File: src/rtl/core/pwlf_pkg.sv
// ----------------------------------------------------------------------------
// pwlf_pkg
// Shared types and constants of the flow to drive lookup: item opcodes,
// register indexes, reset values and the controller/datapath bundles.
// ----------------------------------------------------------------------------
package pwlf_pkg;

   // field widths
   localparam int DATA_W  = 16;
   localparam int INDEX_W = 7;
   localparam int CSR_IW  = 1;

   // item opcodes
   localparam logic OP_WRITE  = 1'b0;
   localparam logic OP_LOOKUP = 1'b1;

   // register indexes
   localparam logic [CSR_IW-1:0] REG_FLOW_STEP  = 1'b0;
   localparam logic [CSR_IW-1:0] REG_STEP_RECIP = 1'b1;

   // register reset values
   localparam logic [DATA_W-1:0] FLOW_STEP_RST  = 16'd9;
   localparam logic [DATA_W-1:0] STEP_RECIP_RST = 16'd7281;

   // commands from the controller to the datapath
   typedef struct packed {
      logic write;   // store one table word from the request
      logic load;    // capture the flow of a lookup
      logic mul1;    // flow times reciprocal
      logic clamp;   // limit the segment index
      logic read;    // read both breakpoints, form segment base
      logic mul2;    // delta times diff
      logic mul3;    // scale by the reciprocal
      logic finish;  // form the drive value and raise the strobe
   } ctl_cmd_type;

   // status from the datapath to the controller
   typedef struct packed {
      logic flow_zero;  // requested flow is zero
   } dp_status_type;

endpackage

File: src/rtl/core/pwlf_ctrl.sv
// ----------------------------------------------------------------------------
// pwlf_ctrl
// Sequencer of the lookup: takes items from the command port and steps the
// datapath through multiply, clamp, table read, interpolation and output.
// ----------------------------------------------------------------------------
module pwlf_ctrl (
   input  logic                    clock,
   input  logic                    reset,
   input  logic                    start,
   input  logic                    req_op,
   input  pwlf_pkg::dp_status_type status,
   output logic                    busy,
   output pwlf_pkg::ctl_cmd_type   cmd
);
   import pwlf_pkg::*;

   localparam logic [2:0] S_IDLE   = 3'd0;
   localparam logic [2:0] S_MUL1   = 3'd1;
   localparam logic [2:0] S_CLAMP  = 3'd2;
   localparam logic [2:0] S_READ   = 3'd3;
   localparam logic [2:0] S_MUL2   = 3'd4;
   localparam logic [2:0] S_MUL3   = 3'd5;
   localparam logic [2:0] S_FINISH = 3'd6;

   logic [2:0] state_ff;
   logic [2:0] state_in;
   logic       accept;

   assign busy   = (state_ff != S_IDLE);
   assign accept = start && !busy;

   // next state
   always_comb begin
      state_in = state_ff;
      case (state_ff)
         S_IDLE: begin
            if (accept && req_op == OP_LOOKUP) begin
               state_in = status.flow_zero ? S_FINISH : S_MUL1;
            end
         end
         S_MUL1:   state_in = S_CLAMP;
         S_CLAMP:  state_in = S_READ;
         S_READ:   state_in = S_MUL2;
         S_MUL2:   state_in = S_MUL3;
         S_MUL3:   state_in = S_FINISH;
         S_FINISH: state_in = S_IDLE;
         default:  state_in = S_IDLE;
      endcase
   end

   always_ff @(posedge clock) begin
      if (reset) begin
         state_ff <= S_IDLE;
      end else begin
         state_ff <= state_in;
      end
   end

   // commands
   always_comb begin
      cmd        = '0;
      cmd.write  = accept && (req_op == OP_WRITE);
      cmd.load   = accept && (req_op == OP_LOOKUP);
      cmd.mul1   = (state_ff == S_MUL1);
      cmd.clamp  = (state_ff == S_CLAMP);
      cmd.read   = (state_ff == S_READ);
      cmd.mul2   = (state_ff == S_MUL2);
      cmd.mul3   = (state_ff == S_MUL3);
      cmd.finish = (state_ff == S_FINISH);
   end

endmodule

File: config.mk
export PLATFORM = sky130hd
export DESIGN_NAME = pwlf_ctrl
export DESIGN_NICKNAME = d
export VERILOG_FILES = /design/src/rtl/core/pwlf_pkg.sv /design/src/rtl/core/pwlf_ctrl.sv
export SDC_FILE = /design/constraint.sdc
export NUM_CORES = 1
export LEC_CHECK = 0
export ABC_AREA = 0
export ABC_CLOCK_PERIOD_IN_PS = 1000
export BUFFER_PORTS_ARGS = -buffer_cell sky130_fd_sc_hd__buf_2
export CAP_MARGIN = 25
export CORE_AREA = 3 3 40 42
export CTS_CLUSTER_SIZE = 8
export DETAILED_ROUTE_END_ITERATION = 6
export DIE_AREA = 0 0 43 45
export PLACE_DENSITY = 0.46
export RECOVER_POWER = 25
export SYNTH_ARGS = -nofsm -noshare
export SYNTH_HDL_FRONTEND = slang
export SYNTH_SLANG_ARGS = --single-unit
File: constraint.sdc
create_clock -name clock -period 1 [get_ports clock]
set_input_delay 0.2 -clock clock [delete_from_list [all_inputs] [get_ports clock]]
set_output_delay 0.2 -clock clock [all_outputs]
set_load 0.05 [all_outputs]
==> impl_metrics.json <==
{
  "cp_num_buf_inv": 1,
  "clock_latency_ps": 230,
  "top_regs": "state_ff x3",
  "nFillCells": 140,
  "required_ps": 800,
  "drive_above_1_share": 0.811,
  "yosysSeqAreaShare": 0.258,
  "pin_count": 14,
  "hold_viol_final": 0,
  "endpoint_kind": "output pin",
  "power_density_nw_per_um2": 2160,
  "hpwl_um": 494,
  "synth.cell_area_sq_um": 233,
  "dpl_worst_slack_ps": -305,
  "finalHoldWorstSlack_ps": 280,
  "totalWireLength_um": 795,
  "crit_chain": "nor3_4 > and3_4 > buf_8",
  "grt_antenna_before_repair": 0,
  "grt_pass1_wl_um": 1260,
  "yosys_warnings": 0,
  "min_path_type": "in -> reg",
  "grt_max_degree": 9,
  "synth_area_per_cell_sq_um": 7.76,
  "ys_ff_latch": 3,
  "r2r_setup_slack_ps": -220,
  "critPathKind": "reg -> out",
  "syn_to_final_growth_pct": 141,
  "cp_slowest_stage_delay_ps": 350,
  "rsz0062_at_grt": "true",
  "grtUsageTotal": 0.0875,
  "fin_crit_ps": 1380,
  "drc": 0,
  "cts_tree": "built",
  "cts_sinks": 3,
  "vias": 292,
  "die_h_um": 45,
  "largest_register_ffs": 3,
  "dr.pass1.iters": 4,
  "drt_iter0_markers": 6,
  "vdd_drop_max_mv": 0.913,
  "dieArea_sq_um": 1940,
  "htreeDepth": 1,
  "final_nets": 59,
  "maxCapViolCount": 0,
  "yosys.cell_types.count": 18,
  "vias_per_cell": 4.29,
  "status": "complete, but fails checks",
  "port-buffer-count": 13,
  "synth_top_area_share": 0.258,
  "antenna_cells": 0,
  "critical-path-slowest-cell": "dfxtp_4",
  "clockRootBuffer": "clkbuf_4",
  "slew_headroom": 0.843,
  "clock_skew_ps": 0.794,
  "die_w_um": 43,
  "failed_checks": "negative setup slack",
  "synthCells": 30,
  "startpoint_type": "register",
  "yosys.area.top_type": "dfxtp_1",
  "initial_utilization": 0.181,
  "fin_crit_sh": 1.38,
  "postRouteAntennaNets": 0,
  "cts_buffers": 3,
  "place_congestion": 0.640,
  "leakagePower_nw": 0.249,
  "wl_per_cell_um": 11.7,
  "fmax_ghz": 0.725,
  "overflow": 0,
  "synthTopCellsByArea": "dfxtp_1 26%, nor3b_1 13%, a211oi_2 5.4%, and3_1 5.4%, buf_6 4.8%",
  "setup_slack_ps": -379,
  "crit_fanout": 3,
  "regMostFlops": "state_ff",
  "worst_slew_pin_slew_ps": 233,
  "grt_pass1_vias": 335,
  "drv_slew": 0,
  "arrival_ps": 1180,
  "clk_pin_slew_worst_paths_ps": 40,
  "synth_fp_nets": 35,
  "cts_buffer_depth": 2,
  "setup_violations": 12,
  "core_area_sq_um": 1280,
  "rows": 13,
  "cp_top_family": "simple AND/OR/NAND/NOR gates"
}
-- cell families (layout without fill, tap and decap cells) --
kind of cell | count (synthesis) | after routing | synth area share
flops | 3 | 3 | 0.258
simple gates | 17 | 17 | 0.425
buf+inv | 5 | 28 | 0.134
compound gates | 5 | 5 | 0.183
-- layout make-up --
class,instances,area [sq um],share of cell area
Clock buffer,4,26.3,0.0468
Inverter,2,7.51,0.0134
Multi-Input combinational cell,22,221,0.394
Sequential cell,3,71.3,0.127
Tap cell,15,18.8,0.0334
Timing Repair Buffer,22,216,0.385
-- final timing paths --
check,startpoint,to,cells after the start
worst max register to register,state_ff[2]$_SDFFE_PP0P_,state_ff[2]$_SDFFE_PP0P_,4
worst max-delay path,state_ff[0]$_SDFFE_PP0P_,cmd[6],3
worst min-delay path,reset,state_ff[1]$_SDFFE_PP0P_,3
worst min register to register,state_ff[1]$_SDFFE_PP0P_,state_ff[1]$_SDFFE_PP0P_,2
-- worst register-to-register path, cell delays in order, from the launching register on --
cell     delay [ps]
dfxtp_4         390
nor3_4           60
buf_4           130
a221o_1         350
o21ba_1         220
-- cells in the mapped netlist --
cell type and number:
a211oi_2 1, a21oi_1 2, a221o_1 1, and3_1 2, buf_2 1, buf_4 1
buf_6 1, dfxtp_1 3, inv_1 2, nand2_1 3, nand2b_1 1, nor2_1 3
nor3_1 1, nor3_2 1, nor3b_1 4, nor4_1 1, o21ba_1 1, or2_2 1
-- metrics by stage --
step	std cells	TNS (ps)	area [sq um]	total power [mW]	util
after floorplan	30	-2050	302	0.657	-
after global placement	61	-2280	409	0.787	0.318
after detailed placement	61	-2320	409	0.789	0.318
after CTS	66	-3200	527	1.15	0.410
after global routing	68	-3890	562	1.27	0.437
final	68	-3390	562	1.21	0.437
-- layout by cell type, fill, tap and decap left out, types with 2 or more instances in the layout --
cell	count
dfxtp_4	3
nand2_1	2
clkbuf_4	3
buf_4	6
buf_6	9
buf_8	2
buf_2	4
nor3b_4	4
-- where the power goes --
group	switching [mW]	internal, mW
Sequential	0.0483	0.153
Clock	0.0615	0.149
Combinational	0.424	0.374
-- what timing repair did --
| item | CTS | global route |
|---|---|---|
| buffers inserted | 1 | 2 |
| hold buffers | 0 | 0 |
| resized for setup | 26 | 7 |
| endpoints found under the setup margin | 12 | 12 |
| pin swaps | 6 | 7 |
-- per-layer routing --
layer  routed length [um]  global-route usage  share of wire  up-vias
met5                    0                   0              0        -
met4                    0              0.0723              0        0
met3                   37              0.0159          0.047        0
met2                  435               0.150           0.55        8
met1                  322              0.0942           0.41      133
li1                     -                   -              -      151
Note: power is estimated with default switching activity, not from simulation.
